File: config.mk
export PLATFORM = sky130hd
export DESIGN_NAME = floppy_controller_board_glue_unit
export DESIGN_NICKNAME = d
export VERILOG_FILES = /design/src/sv/fcbg_pkg.sv /design/src/sv/fcbg_ctrl.sv /design/src/sv/fcbg_track.sv /design/src/sv/floppy_controller_board_glue_unit.sv
export VERILOG_INCLUDE_DIRS = /design/src /design/src/sv
export SDC_FILE = /design/constraint.sdc
export NUM_CORES = 1
export LEC_CHECK = 0
export BUFFER_PORTS_ARGS = -buffer_cell sky130_fd_sc_hd__buf_4
export CORE_MARGIN = 5
export CORE_UTILIZATION = 31
export DETAILED_ROUTE_END_ITERATION = 8
export PLACE_DENSITY = 0.5
export SLEW_MARGIN = 20
export SYNTH_ARGS = -nofsm -noshare
export SYNTH_HDL_FRONTEND = slang
export SYNTH_SLANG_ARGS = --single-unit
File: constraint.sdc
create_clock -name i_clk -period 7.35 [get_ports i_clk]
set_clock_uncertainty 0.2 [all_clocks]
set_input_delay 0.735 -clock i_clk [delete_from_list [all_inputs] [get_ports i_clk]]
set_output_delay 0.735 -clock i_clk [all_outputs]
set_load 0.05 [all_outputs]
File: src/sv/floppy_controller_board_glue_unit_defines.svh
// assertion macros for the floppy controller board glue unit
// no dependencies; included by the top level
`ifndef FLOPPY_CONTROLLER_BOARD_GLUE_UNIT_DEFINES_SVH
`define FLOPPY_CONTROLLER_BOARD_GLUE_UNIT_DEFINES_SVH

// same-cycle implication, disabled in reset
`define FCBG_ASSERT_IMP(label, clk, rst_n, ante, cons) \
    label: assert property (@(posedge clk) disable iff (!rst_n) (ante) |-> (cons)) \
        else $error("fcbg assertion failed");

// next-cycle implication, disabled in reset
`define FCBG_ASSERT_NXT(label, clk, rst_n, ante, cons) \
    label: assert property (@(posedge clk) disable iff (!rst_n) (ante) |=> (cons)) \
        else $error("fcbg assertion failed");

`endif

File: src/sv/fcbg_pkg.sv
// shared types and constants of the floppy controller board glue unit
// no dependencies
package fcbg_pkg;

    localparam int NUM_DRIVES_DEF = 4;

    localparam logic [1:0] OP_READ  = 2'd0;
    localparam logic [1:0] OP_WRITE = 2'd1;
    localparam logic [1:0] OP_TICK  = 2'd2;
    localparam logic [1:0] OP_STEP  = 2'd3;

    // decode of address bits 5 to 2
    localparam logic [3:0] SEL_FDC  = 4'h4;
    localparam logic [3:0] SEL_CTRL = 4'h5;
    localparam logic [3:0] SEL_TMR  = 4'h6;
    localparam logic [3:0] SEL_ACIA = 4'hC;

    localparam logic [1:0] CFG_DRIVE_ID  = 2'd0;
    localparam logic [1:0] CFG_AVAIL     = 2'd1;
    localparam logic [1:0] CFG_LONG      = 2'd2;
    localparam logic [1:0] CFG_TIMEOUT   = 2'd3;

    localparam logic [2:0]  DRIVE_ID_RST = 3'd0;
    localparam logic [3:0]  AVAIL_RST    = 4'd1;
    localparam logic [3:0]  LONG_RST     = 4'd0;
    localparam logic [19:0] TIMEOUT_RST  = 20'd1000000;

    localparam logic [7:0] UNMAPPED    = 8'hFF;
    localparam logic [7:0] TRACK_LONG  = 8'd180;
    localparam logic [7:0] TRACK_SHORT = 8'd90;
    localparam logic [7:0] TRACK_RST   = 8'd20;
    localparam logic [7:0] TRACK_STEP  = 8'd2;

    typedef struct packed {
        logic [1:0] op;
        logic [9:0] addr;
        logic [7:0] write_value;
        logic [7:0] fdc_read_value;
        logic [7:0] acia_read_value;
        logic       fdc_irq;
        logic       step_inward;
    } t_in_item;

    typedef struct packed {
        logic [7:0] read_data;
        logic       fdc_strobe;
        logic       acia_strobe;
        logic [7:0] fdc_write_data;
        logic       motor_on;
        logic       drive_selected;
        logic [1:0] drive_index;
        logic       side_select;
        logic       double_density;
        logic       auto_index;
        logic       nmi_assert;
        logic [7:0] head_track;
    } t_out_item;

    typedef struct packed {
        logic       step;
        logic       inward;
        logic       sel_valid;
        logic [1:0] sel_slot;
    } t_head_ctrl;

endpackage

File: src/sv/fcbg_ctrl.sv
// bus decode, control latch, nmi timeout and nmi edge of the glue unit
// depends on fcbg_pkg
module fcbg_ctrl #(
    parameter int NUM_DRIVES = fcbg_pkg::NUM_DRIVES_DEF
) (
    input  logic                 i_clk,
    input  logic                 i_rst_n,
    input  logic                 i_fire,
    input  fcbg_pkg::t_in_item   i_item,
    input  logic [2:0]           i_drive_id,
    input  logic [3:0]           i_avail_mask,
    input  logic [19:0]          i_timeout_ticks,
    output fcbg_pkg::t_out_item  o_result,
    output fcbg_pkg::t_head_ctrl o_head
);

    logic        r_motor, n_motor;
    logic        r_sel_valid, n_sel_valid;
    logic [1:0]  r_sel_slot, n_sel_slot;
    logic        r_side, n_side;
    logic        r_density, n_density;
    logic        r_auto_index, n_auto_index;
    logic        r_to_enable, n_to_enable;
    logic        r_to_expired, n_to_expired;
    logic [19:0] r_to_count, n_to_count;
    logic        r_running, n_running;
    logic        r_nmi, n_nmi;

    logic [3:0]  sel;
    logic [1:0]  slot;
    logic        slot_ok;
    logic [7:0]  rd;
    logic        fstb;
    logic        astb;
    logic [7:0]  fwd;
    logic        retrig;

    assign sel     = i_item.addr[5:2];
    assign slot    = i_item.write_value[2:1];
    assign slot_ok = (3'(slot) < 3'(NUM_DRIVES)) && i_avail_mask[slot];

    always_comb begin
        n_motor      = r_motor;
        n_sel_valid  = r_sel_valid;
        n_sel_slot   = r_sel_slot;
        n_side       = r_side;
        n_density    = r_density;
        n_auto_index = r_auto_index;
        n_to_enable  = r_to_enable;
        n_to_expired = r_to_expired;
        n_to_count   = r_to_count;
        n_running    = r_running;
        rd           = '0;
        fstb         = 1'b0;
        astb         = 1'b0;
        fwd          = '0;
        retrig       = 1'b0;
        unique case (i_item.op)
            fcbg_pkg::OP_READ: begin
                unique case (sel)
                    fcbg_pkg::SEL_FDC: begin
                        fstb   = 1'b1;
                        retrig = r_to_enable;
                        rd     = ~i_item.fdc_read_value;
                    end
                    fcbg_pkg::SEL_CTRL: begin
                        rd = {3'b111, i_drive_id[2], 2'b00, i_drive_id[1:0]};
                    end
                    fcbg_pkg::SEL_ACIA: begin
                        astb = 1'b1;
                        rd   = i_item.acia_read_value;
                    end
                    default: begin
                        rd = fcbg_pkg::UNMAPPED;
                    end
                endcase
            end
            fcbg_pkg::OP_WRITE: begin
                unique case (sel)
                    fcbg_pkg::SEL_FDC: begin
                        fstb   = 1'b1;
                        fwd    = ~i_item.write_value;
                        retrig = r_to_enable;
                    end
                    fcbg_pkg::SEL_CTRL: begin
                        if (i_item.write_value[3]) begin
                            n_motor     = 1'b1;
                            n_sel_valid = slot_ok;
                            n_sel_slot  = slot_ok ? slot : 2'd0;
                        end else begin
                            n_motor     = 1'b0;
                            n_sel_valid = 1'b0;
                            n_sel_slot  = 2'd0;
                        end
                        n_side = i_item.write_value[0];
                    end
                    fcbg_pkg::SEL_TMR: begin
                        n_to_enable = i_item.write_value[0];
                        if (!i_item.write_value[0]) begin
                            n_running = 1'b0;
                        end
                        n_density    = i_item.write_value[2];
                        n_auto_index = ~i_item.write_value[3];
                    end
                    fcbg_pkg::SEL_ACIA: begin
                        astb = 1'b1;
                    end
                    default: begin
                    end
                endcase
            end
            fcbg_pkg::OP_TICK: begin
                if (r_running) begin
                    if (r_to_count <= 20'd1) begin
                        n_to_count   = '0;
                        n_running    = 1'b0;
                        n_to_expired = 1'b1;
                    end else begin
                        n_to_count = r_to_count - 20'd1;
                    end
                end
            end
            default: begin
            end
        endcase
        if (retrig) begin
            n_to_count   = i_timeout_ticks;
            n_running    = 1'b1;
            n_to_expired = 1'b0;
        end
        n_nmi = (!i_item.fdc_irq && n_to_enable) ? n_to_expired : 1'b1;
    end

    always_ff @(posedge i_clk) begin
        if (!i_rst_n) begin
            r_motor      <= 1'b0;
            r_sel_valid  <= 1'b0;
            r_sel_slot   <= 2'd0;
            r_side       <= 1'b0;
            r_density    <= 1'b0;
            r_auto_index <= 1'b1;
            r_to_enable  <= 1'b0;
            r_to_expired <= 1'b0;
            r_to_count   <= '0;
            r_running    <= 1'b0;
            r_nmi        <= 1'b0;
        end else if (i_fire) begin
            r_motor      <= n_motor;
            r_sel_valid  <= n_sel_valid;
            r_sel_slot   <= n_sel_slot;
            r_side       <= n_side;
            r_density    <= n_density;
            r_auto_index <= n_auto_index;
            r_to_enable  <= n_to_enable;
            r_to_expired <= n_to_expired;
            r_to_count   <= n_to_count;
            r_running    <= n_running;
            r_nmi        <= n_nmi;
        end
    end

    always_comb begin
        o_result                = '0;
        o_result.read_data      = rd;
        o_result.fdc_strobe     = fstb;
        o_result.acia_strobe    = astb;
        o_result.fdc_write_data = fwd;
        o_result.motor_on       = n_motor;
        o_result.drive_selected = n_sel_valid;
        o_result.drive_index    = n_sel_valid ? n_sel_slot : 2'd0;
        o_result.side_select    = n_side;
        o_result.double_density = n_density;
        o_result.auto_index     = n_auto_index;
        o_result.nmi_assert     = n_nmi && !r_nmi;
        o_result.head_track     = '0;
    end

    assign o_head.step      = i_fire && (i_item.op == fcbg_pkg::OP_STEP) && r_sel_valid;
    assign o_head.inward    = i_item.step_inward;
    assign o_head.sel_valid = n_sel_valid;
    assign o_head.sel_slot  = n_sel_slot;

endmodule

File: src/sv/fcbg_track.sv
// per-drive head position registers with step limits
// depends on fcbg_pkg
module fcbg_track #(
    parameter int NUM_DRIVES = fcbg_pkg::NUM_DRIVES_DEF
) (
    input  logic                 i_clk,
    input  logic                 i_rst_n,
    input  fcbg_pkg::t_head_ctrl i_head,
    input  logic [3:0]           i_long_mask,
    output logic [7:0]           o_track
);

    logic [7:0] r_pos [NUM_DRIVES];
    logic [7:0] n_pos [NUM_DRIVES];

    for (genvar g = 0; g < NUM_DRIVES; g++) begin : g_drive
        logic [7:0] limit;
        logic       hit;

        assign limit = i_long_mask[g] ? fcbg_pkg::TRACK_LONG : fcbg_pkg::TRACK_SHORT;
        assign hit   = i_head.step && (i_head.sel_slot == 2'(g));

        always_comb begin
            n_pos[g] = r_pos[g];
            if (hit) begin
                if (i_head.inward) begin
                    if (r_pos[g] < limit) begin
                        n_pos[g] = r_pos[g] + fcbg_pkg::TRACK_STEP;
                    end
                end else if (r_pos[g] >= fcbg_pkg::TRACK_STEP) begin
                    n_pos[g] = r_pos[g] - fcbg_pkg::TRACK_STEP;
                end else begin
                    n_pos[g] = '0;
                end
            end
        end

        always_ff @(posedge i_clk) begin
            if (!i_rst_n) begin
                r_pos[g] <= fcbg_pkg::TRACK_RST;
            end else begin
                r_pos[g] <= n_pos[g];
            end
        end
    end

    always_comb begin
        o_track = fcbg_pkg::TRACK_RST;
        for (int i = 0; i < NUM_DRIVES; i++) begin
            if (i_head.sel_valid && (i_head.sel_slot == 2'(i))) begin
                o_track = n_pos[i];
            end
        end
    end

endmodule

File: src/sv/floppy_controller_board_glue_unit.sv
// an accepted item passes the input register and then the result register before its result is valid
// throughput: one item per cycle; a stalled result lets one more item into the input
// register, then input ready drops until the result is taken
// reset: synchronous active low; latch, timer, nmi and head state return to power-on values
// top level of the floppy controller board glue unit
// depends on fcbg_pkg, fcbg_ctrl, fcbg_track and the assertion header
`include "floppy_controller_board_glue_unit_defines.svh"

module floppy_controller_board_glue_unit #(
    parameter int NUM_DRIVES = fcbg_pkg::NUM_DRIVES_DEF
) (
    input  logic                i_clk,
    input  logic                i_rst_n,
    input  logic                i_in_valid,
    output logic                o_in_ready,
    input  fcbg_pkg::t_in_item  i_in_item,
    output logic                o_out_valid,
    input  logic                i_out_ready,
    output fcbg_pkg::t_out_item o_out_item,
    input  logic                i_cfg_we,
    input  logic [1:0]          i_cfg_index,
    input  logic [19:0]         i_cfg_wdata
);

    logic                 r_in_vld;
    fcbg_pkg::t_in_item   r_in;
    logic                 r_out_vld;
    fcbg_pkg::t_out_item  r_out;
    fcbg_pkg::t_out_item  n_out;
    fcbg_pkg::t_out_item  ctrl_res;
    fcbg_pkg::t_head_ctrl head;
    logic                 fire;
    logic [7:0]           track;

    logic [2:0]  r_drive_id;
    logic [3:0]  r_avail;
    logic [3:0]  r_long;
    logic [19:0] r_timeout;

    logic        chk_unsel;
    logic        chk_sel;
    logic        chk_idle_ok;

    assign fire       = r_in_vld && (!r_out_vld || i_out_ready);
    assign o_in_ready = !r_in_vld || fire;

    always_ff @(posedge i_clk) begin
        if (!i_rst_n) begin
            r_drive_id <= fcbg_pkg::DRIVE_ID_RST;
            r_avail    <= fcbg_pkg::AVAIL_RST;
            r_long     <= fcbg_pkg::LONG_RST;
            r_timeout  <= fcbg_pkg::TIMEOUT_RST;
        end else if (i_cfg_we) begin
            unique case (i_cfg_index)
                fcbg_pkg::CFG_DRIVE_ID: r_drive_id <= i_cfg_wdata[2:0];
                fcbg_pkg::CFG_AVAIL:    r_avail    <= i_cfg_wdata[3:0];
                fcbg_pkg::CFG_LONG:     r_long     <= i_cfg_wdata[3:0];
                fcbg_pkg::CFG_TIMEOUT:  r_timeout  <= i_cfg_wdata;
                default: begin
                end
            endcase
        end
    end

    always_ff @(posedge i_clk) begin
        if (!i_rst_n) begin
            r_in_vld <= 1'b0;
        end else if (o_in_ready) begin
            r_in_vld <= i_in_valid;
        end
    end

    always_ff @(posedge i_clk) begin
        if (o_in_ready && i_in_valid) begin
            r_in <= i_in_item;
        end
    end

    fcbg_ctrl #(
        .NUM_DRIVES (NUM_DRIVES)
    ) u_ctrl (
        .i_clk           (i_clk),
        .i_rst_n         (i_rst_n),
        .i_fire          (fire),
        .i_item          (r_in),
        .i_drive_id      (r_drive_id),
        .i_avail_mask    (r_avail),
        .i_timeout_ticks (r_timeout),
        .o_result        (ctrl_res),
        .o_head          (head)
    );

    fcbg_track #(
        .NUM_DRIVES (NUM_DRIVES)
    ) u_track (
        .i_clk       (i_clk),
        .i_rst_n     (i_rst_n),
        .i_head      (head),
        .i_long_mask (r_long),
        .o_track     (track)
    );

    always_comb begin
        n_out            = ctrl_res;
        n_out.head_track = track;
    end

    always_ff @(posedge i_clk) begin
        if (!i_rst_n) begin
            r_out_vld <= 1'b0;
        end else if (fire) begin
            r_out_vld <= 1'b1;
        end else if (i_out_ready) begin
            r_out_vld <= 1'b0;
        end
    end

    always_ff @(posedge i_clk) begin
        if (fire) begin
            r_out <= n_out;
        end
    end

    assign o_out_valid = r_out_vld;
    assign o_out_item  = r_out;

    assign chk_unsel   = o_out_valid && !o_out_item.drive_selected;
    assign chk_sel     = o_out_valid && o_out_item.drive_selected;
    assign chk_idle_ok = (o_out_item.head_track == fcbg_pkg::TRACK_RST)
                         && (o_out_item.drive_index == 2'd0);

    `FCBG_ASSERT_NXT(a_fire_gives_result, i_clk, i_rst_n, fire, o_out_valid)
    `FCBG_ASSERT_IMP(a_unselected_track, i_clk, i_rst_n, chk_unsel, chk_idle_ok)
    `FCBG_ASSERT_IMP(a_select_needs_motor, i_clk, i_rst_n, chk_sel, o_out_item.motor_on)
    `FCBG_ASSERT_IMP(a_track_in_range, i_clk, i_rst_n, o_out_valid, o_out_item.head_track <= fcbg_pkg::TRACK_LONG)

endmodule

# Yosys cells after proc, flatten, opt, wreduce, memory -nomap -nowiden
# Memory sizes are Yosys's and may differ from the RTL's.
# Index checks and enable logic that the tools add are counted.
[classes] addsub=9 n_lt_le_gt_ge=10 eq_ne=15 muxes=72 bitwise=7 reduce_logical=35
[ops] operator="$mux W8" count=28
[ops] operator="$mux W20" count=4
[ops] operator="$mux W1" count=33
[ops] operator="$add A8 B2 Y8 const B" count=4
[ops] operator="$ge A8 B2 Y1 const B" count=4
[ops] operator="$lt A8 B8 Y1" count=4
[ops] operator="$sub A8 B2 Y8 const B" count=4
[ops] operator="$pmux W8 S3" count=1
[ops] operator="$le A20 B1 Y1 const B" count=1
[ops] operator="$sub A20 B1 Y20 const B" count=1
[ops] operator="$not A8 Y8" count=2
[ops] operator="$logic_and A1 B1 Y1" count=14
[ops] operator="$eq A2 B2 Y1 const B" count=6
[ops] operator="$eq A4 B3 Y1 const B" count=3
[ops] operator="$reduce_and A2 Y1" count=5
[ops] operator="$mux W2" count=4
[ops] operator="$eq A2 B1 Y1 const B" count=3
[ops] operator="$logic_not A2 Y1" count=3
[ops] operator="$reduce_bool A2 Y1" count=3
[ops] operator="$eq A4 B4 Y1 const B" count=1
[ops] operator="$logic_not A1 Y1" count=4
[ops] operator="$or A1 B1 Y1" count=4
[ops] operator="$reduce_and A4 Y1" count=1
[ops] operator="$lt A2 B3 Y1 const B" count=1
[ops] operator="other kinds (9)" count=10
[word_totals] ff_bits=132 mem_bits_rw=32 input_bits=65 out_inout_bits=36 word_cells=185 mem_count=1
[mem_list] memory="u_track.r_pos" words=4 width=8 rd=4 rd_clocked_by_memory_dff=0 write_ports=4 line_no="fcbg_track.sv:13" rtl="logic [7:0] r_pos [NUM_DRIVES];"

# Depth between registers and ports, before layout
[logic_depth] depth_word=13 ltp_mapped=11 depth_no_buf=9

# Modules after synthesis
# A second synthesis with hierarchy kept.
[unflattened] cells_unflattened=999 hier_area_um2=9482.8
[modules_own_cells] mod="fcbg_track" instances=1 cells_each=463 area_each_um2=3533.4
[modules_own_cells] mod="floppy_controller_board_glue_unit" instances=1 cells_each=209 area_each_um2=3510.9
[modules_own_cells] mod="fcbg_ctrl" instances=1 cells_each=327 area_each_um2=2438.6

# Least setup slack after synthesis
# OpenSTA, ideal clock, no wires.
[synth_path] path_type="input-to-reg" startpoint="input i_out_ready" endpoint="register r_out, in the netlist o_out_item[0], enable pin" setup_time_ns=0.411 arrival_time_ns=2.352 t_required_ns=6.739 slack_ns=4.386 stages=4 path_buffers=1 cell_sequence="nand2b_1 nand2_1 inv_1 buf_1"
[synth_via] elab_chain_len=2
[synth_lines] item="start: declaration" line_no="floppy_controller_board_glue_unit.sv:18" rtl="input logic i_out_ready,"
[synth_lines] item="$logic_or A1 B1 Y1" line_no="floppy_controller_board_glue_unit.sv:44" rtl="assign fire = r_in_vld && (!r_out_vld || i_out_ready);"
[synth_lines] item="$logic_and A1 B1 Y1" line_no="floppy_controller_board_glue_unit.sv:44"
[synth_lines] item="named net fire" line_no="floppy_controller_board_glue_unit.sv:32" rtl="logic fire;"
[synth_lines] item="end signal: assignment" line_no="floppy_controller_board_glue_unit.sv:120" rtl="r_out <= n_out;"
[synth_lines] item="end: declaration" line_no="floppy_controller_board_glue_unit.sv:28" rtl="fcbg_pkg::t_out_item r_out;"
# The timed path passes the listed nets, and every way through them passes these cells.
# A chain may end at the register's enable or synchronous reset.

# Worst setup path in the final report
[layout_path] startpoint="register r_in[29] in the netlist's numbering" endpoint="register r_out, in the netlist o_out_item[7] (data pin)"
[layout_via] elab_chain_len=10 elab_cells_between_ends=25 cone_classes="eq/ne (4); mux (12); reduce/logical (9)"
[layout_lines] item="start: declaration" line_no="floppy_controller_board_glue_unit.sv:26" rtl="fcbg_pkg::t_in_item r_in;"
[layout_lines] item="start signal: assignment" line_no="floppy_controller_board_glue_unit.sv:75" rtl="r_in <= i_in_item;"
[layout_lines] item="$eq A4 B3 Y1 (*)" line_no="fcbg_ctrl.sv:79" rtl="unique case (sel)"
[layout_lines] item="$mux W2" line_no="fcbg_ctrl.sv:79"
[layout_lines] item="$mux W2" line_no="fcbg_ctrl.sv:58" rtl="unique case (i_item.op)"
[layout_lines] item="$logic_not A2 Y1" line_no="fcbg_track.sv:21, fcbg_track.sv:50"
[layout_lines] item="$logic_and A1 B1 Y1" line_no="fcbg_track.sv:21" rtl="assign hit = i_head.step && (i_head.sel_slot == 2'(g));"
[layout_lines] item="$mux W8" line_no="fcbg_track.sv:25" rtl="if (hit) begin"
[layout_lines] item="$mux W8 (3 in series)" line_no="fcbg_track.sv:50" rtl="if (i_head.sel_valid && (i_head.sel_slot == 2'(i))) begin"
[layout_lines] item="$mux W8 (*)" line_no="fcbg_track.sv:50"
[layout_lines] item="named net track[7]" line_no="floppy_controller_board_glue_unit.sv:33" rtl="logic [7:0] track;"
# The timed path passes the listed nets; every way through them passes the cells marked *.

==> impl_table.tex <==
\begin{tabular}{lr}
\hline
Metric & Value \\
\hline
\multicolumn{2}{l}{\textbf{Run status}} \\
Outcome & completed \\
\multicolumn{2}{l}{\textbf{Worst setup path}} \\
Launching element type of the critical path & flip-flop \\
Critical path data required time & 7.31 ns \\
Origin of the critical flop-to-flop path & r\_in[29] \\
Worst setup EP type & flip-flop \\
Critical-path cell list & nor3b\_2, a21oi\_1, nor3\_2, nand2\_1, a221o\_1, o21ai\_0, nand4\_1 \\
Critical Setup Path Class & reg -> reg \\
Largest fanout on the critical path & 9 \\
Reg-to-reg endpoint & o\_out\_item[7] \\
WP data arrival & 3.63 ns \\
Cell type of the slowest stage on the worst timing path & nor3b\_2 \\
Biggest cell delay along the critical path & 0.65 ns \\
Worst reg-to-reg path cell count & 7 \\
Worst-case register-to-register setup slack & 3.68 ns \\
\multicolumn{2}{l}{\textbf{Logic synthesis}} \\
Largest family of logic cells by synthesized area & simple AND/OR/NAND/NOR gates \\
Most used flip-flop cell after synthesis & dfxtp\_1 \\
Synthesized-area fraction occupied by ao, oa, aoi and oai cells & 0.214 \\
Seq cells post-synth & 162 \\
Post-synthesis average cell area & 8.88 um\^{}2 \\
Part of the Yosys area used for sequential elements & 0.439 \\
Area share of fa/ha/maj cells after synthesis & 0.0535 \\
Count of warnings emitted by yosys & 0 \\
Post-Syn Nets & 1,103 \\
Xor and xnor area share after synthesis & 0.00197 \\
Post-synthesis instance total & 1,000 \\
Simple-gate share of the synthesized area & 0.233 \\
Distinct cells, synth & 80 \\
Post-synthesis instance area & 0.00888 mm\^{}2 \\
Count of flip-flops with a built-in enable after synthesis & 66 \\
Mux cell area share after synthesis & 0.0206 \\
Asr flop ratio synth & 0 \\
\multicolumn{2}{l}{\textbf{Global route}} \\
First-pass GRT wire length & 40.8 mm \\
Overall routing resource usage & 0.159 \\
Maximum number of pins on one net before global-route repair & 52 \\
Initial antenna violation count & 0 \\
Via count of the first global-routing pass & 7,494 \\
Total overflow reported by the global router & 0 \\
\multicolumn{2}{l}{\textbf{STA}} \\
Number of endpoints with negative hold slack in the final report & 0 \\
Final worst path period need & 3.67 ns \\
Slew Limit Headroom & 0.300 \\
Smallest hold slack & 0.259 ns \\
Max-slew violation count & 0 \\
Worst setup margin & 3.68 ns \\
Worst Tran Pin Value & 1.05 ns \\
Fin crit share & 0.499 \\
Final total negative setup slack & 0 ns \\
Final setup violation count & 0 \\
RSZ-0062 raised after global routing & no \\
Max Clk Rate & 0.273 GHz \\
\multicolumn{2}{l}{\textbf{Hold path}} \\
Hold Crit Class & reg -> reg \\
Min-delay src & r\_timeout[4] \\
Number of cells on the worst hold path & 2 \\
Hold Path End & r\_timeout[4] \\
\multicolumn{2}{l}{\textbf{Clocking}} \\
Later-pin clock latency in the skew report & 0.44 ns \\
Setup Fix Bufs, Post-CTS & 0 \\
Num CTS Buffers & 17 \\
Number of gates resized after cts & 0 \\
Hold buffer count at cts & 0 \\
Number of clock sinks seen by CTS & 162 \\
Clock-pin slew on the worst setup and hold paths & 0.08 ns \\
Clk buf depth & 2 \\
Maximum level of the CTS H-tree & 4 \\
TritonCTS clock tree & yes \\
Root Driver & clkbuf\_16 \\
\multicolumn{2}{l}{\textbf{Power}} \\
Pwr/cell area & 196 mW/mm\^{}2 \\
Maximum VDD drop & 166 uV \\
Tot Pwr & 2.06 mW \\
LEAKAGE & 4.05 nW \\
\multicolumn{2}{l}{\textbf{Route}} \\
Vias after detailed routing & 7,818 \\
Routed length on met3 & 794 um \\
Total met2 wirelength after detailed routing & 11.9 mm \\
First-iteration detailed-routing DRC count & 640 \\
ANT nets after route & 0 \\
Length of the first detailed-routing pass in iterations & 5 \\
Drt drc & 0 \\
Highest Signal Layer & met4 \\
WL/cell & 17.2 um \\
Met1 layer wirelength in the final routing & 12.3 mm \\
Average vias per placed instance & 5.33 \\
Final routed wirelength across all metal layers & 25.3 mm \\
\multicolumn{2}{l}{\textbf{Cells and area}} \\
Finished layout cell area & 0.0105 mm\^{}2 \\
Fraction of layout cells with a size suffix above 1 & 0.147 \\
Area Growth Syn to Fin & 18.4\% \\
Share of the core filled with cells in the final layout & 0.369 \\
Diodes inserted & 0 \\
NumNets Final & 1,174 \\
Final standard cell count with taps included and fillers excluded & 1,468 \\
\multicolumn{2}{l}{\textbf{Place}} \\
Sum of net half-perimeters after detailed placement & 17.6 mm \\
Placement Setup Slack & 3.72 ns \\
Global placer's final weighted congestion & 0.792 \\
Number of buffer cells added on primary ports & 94 \\
Dpl cells & 1,436 \\
Area after DPL & 0.00992 mm\^{}2 \\
\multicolumn{2}{l}{\textbf{Floorplanning}} \\
Die width & 179 um \\
Core region area & 0.0285 mm\^{}2 \\
Overall die area & 0.0321 mm\^{}2 \\
Site row count & 62 \\
Starting density of the core & 0.312 \\
I/O Pins & 101 \\
Height of the die & 179 um \\
\multicolumn{2}{l}{\textbf{Flow run}} \\
MaxCap Viol Count & 0 \\
\hline
\end{tabular}
-- cells in the mapped netlist (all sizes together) (5+ instances only) --
| cell | n | area [um^2] |
|---|---|---|
| a21boi | 6 | 45.0 |
| nand2b | 15 | 93.8 |
| buf | 12 | 66.3 |
| and3 | 16 | 100 |
| a21o | 13 | 97.6 |
| o41ai | 11 | 104 |
| dfxtp | 96 | 1920 |
| ha | 38 | 475 |
| nand4 | 14 | 87.6 |
| nor2 | 117 | 439 |
| a31oi | 14 | 87.6 |
| nand4b | 7 | 61.3 |
| nor3 | 36 | 185 |
| o31ai | 14 | 105 |
| nand2 | 114 | 438 |
| o211ai | 9 | 67.6 |
| inv | 33 | 124 |
| or4 | 5 | 37.5 |
| edfxtp | 66 | 1980 |
| o21ai | 56 | 284 |
| a21oi | 50 | 250 |
| mux2i | 16 | 160 |
| nor4 | 13 | 96.3 |
| a22o | 10 | 87.6 |
| a31o | 5 | 43.8 |
| a22oi | 23 | 178 |
| or2 | 5 | 31.3 |
| or3 | 10 | 62.6 |
| clkbuf | 38 | 143 |
| and2 | 17 | 106 |
| nand3 | 36 | 180 |
| nor2b | 7 | 43.8 |
| a211oi | 13 | 97.6 |
-- where the power goes --
group	internal, mW	total, mW	leakage [nW]	switching [mW]
logic	0.0609	0.176	2.35	0.115
clock network	0.460	0.903	0.293	0.443
registers	0.965	0.985	1.40	0.0199
total	1.49	2.06	4.05	0.578
-- layout make-up --
cell class / instances / area, um^2
clock buffer: 17 / 425
clock inverter: 15 / 170
fill: 2981 / 18000
inverter: 34 / 128
multi-input combinational: 754 / 4650
sequential: 162 / 3900
tap: 384 / 480
timing repair buffer: 102 / 766
-- flip-flops by register name, summed over array words and instances, names as in the netlist, 2 cells and up --
signal / flops
o_out_item: 34
r_in: 32
u_track.r_pos: 32
r_timeout: 20
u_ctrl.r_to_count: 20
r_avail: 4
r_long: 4
r_drive_id: 3
u_ctrl.r_sel_slot: 2
-- layout by cell type, fill, tap and decap left out, types with 4 or more instances in the layout --
cell | Yosys | final
nor2_1 | 117 | 116
nand2_1 | 112 | 112
buf_4 | 0 | 102
dfxtp_1 | 96 | 96
edfxtp_1 | 66 | 66
o21ai_0 | 54 | 54
a21oi_1 | 50 | 50
ha_1 | 38 | 38
nand3_1 | 36 | 36
nor3_1 | 35 | 35
inv_1 | 33 | 31
a22oi_1 | 22 | 22
and2_1 | 17 | 17
clkbuf_16 | 0 | 17
mux2i_1 | 16 | 16
and3_1 | 16 | 16
nand2b_1 | 15 | 15
nand4_1 | 14 | 14
o31ai_1 | 14 | 14
a31oi_1 | 14 | 14
a21o_1 | 13 | 13
a211oi_1 | 13 | 13
nor4_1 | 12 | 12
a22o_1 | 10 | 10
or3_1 | 10 | 10
o41ai_1 | 10 | 10
o211ai_1 | 9 | 9
nand4b_1 | 7 | 7
nor2b_1 | 7 | 7
a21boi_0 | 6 | 6
or4_1 | 5 | 5
a31o_2 | 5 | 5
inv_8 | 0 | 5
a211o_1 | 4 | 4
or2_2 | 4 | 4
a221o_1 | 4 | 4
clkinv_8 | 0 | 4
inv_6 | 0 | 4
-- worst max-delay path: cells and delay by family, from the launching register on --
kind,cells,cell delay [ns]
compound gates,3,1.02
flops,1,0.48
simple gates,4,1.68
-- how the worst max path moves through the flow --
stage / endpoint / depth (start not counted) / startpoint
after floorplan: o_out_item[0] / 4 / i_out_ready
after global routing: o_out_item[7] / 7 / r_in[29]
after CTS: o_out_item[2] / 6 / r_in[29]
final: o_out_item[7] / 7 / r_in[29]
after global placement: o_out_item[5] / 7 / r_in[29]
after detailed placement: o_out_item[2] / 6 / r_in[29]
-- cells by family after synthesis --
kind of cell    after synthesis
simple gates                424
compound gates              272
flops                       162
buf+inv                      84
fa+ha+maj                    38
mux                          18
xor+xnor                      2
-- per-layer routing --
metal / GRT usage / vias up
li1: - / 3882
met1: 0.223 / 3758
met2: 0.260 / 156
met3: 0.0221 / 22
met4: 0.0387 / 0
met5: 0 / -
Power figures use the tool's default switching activity.
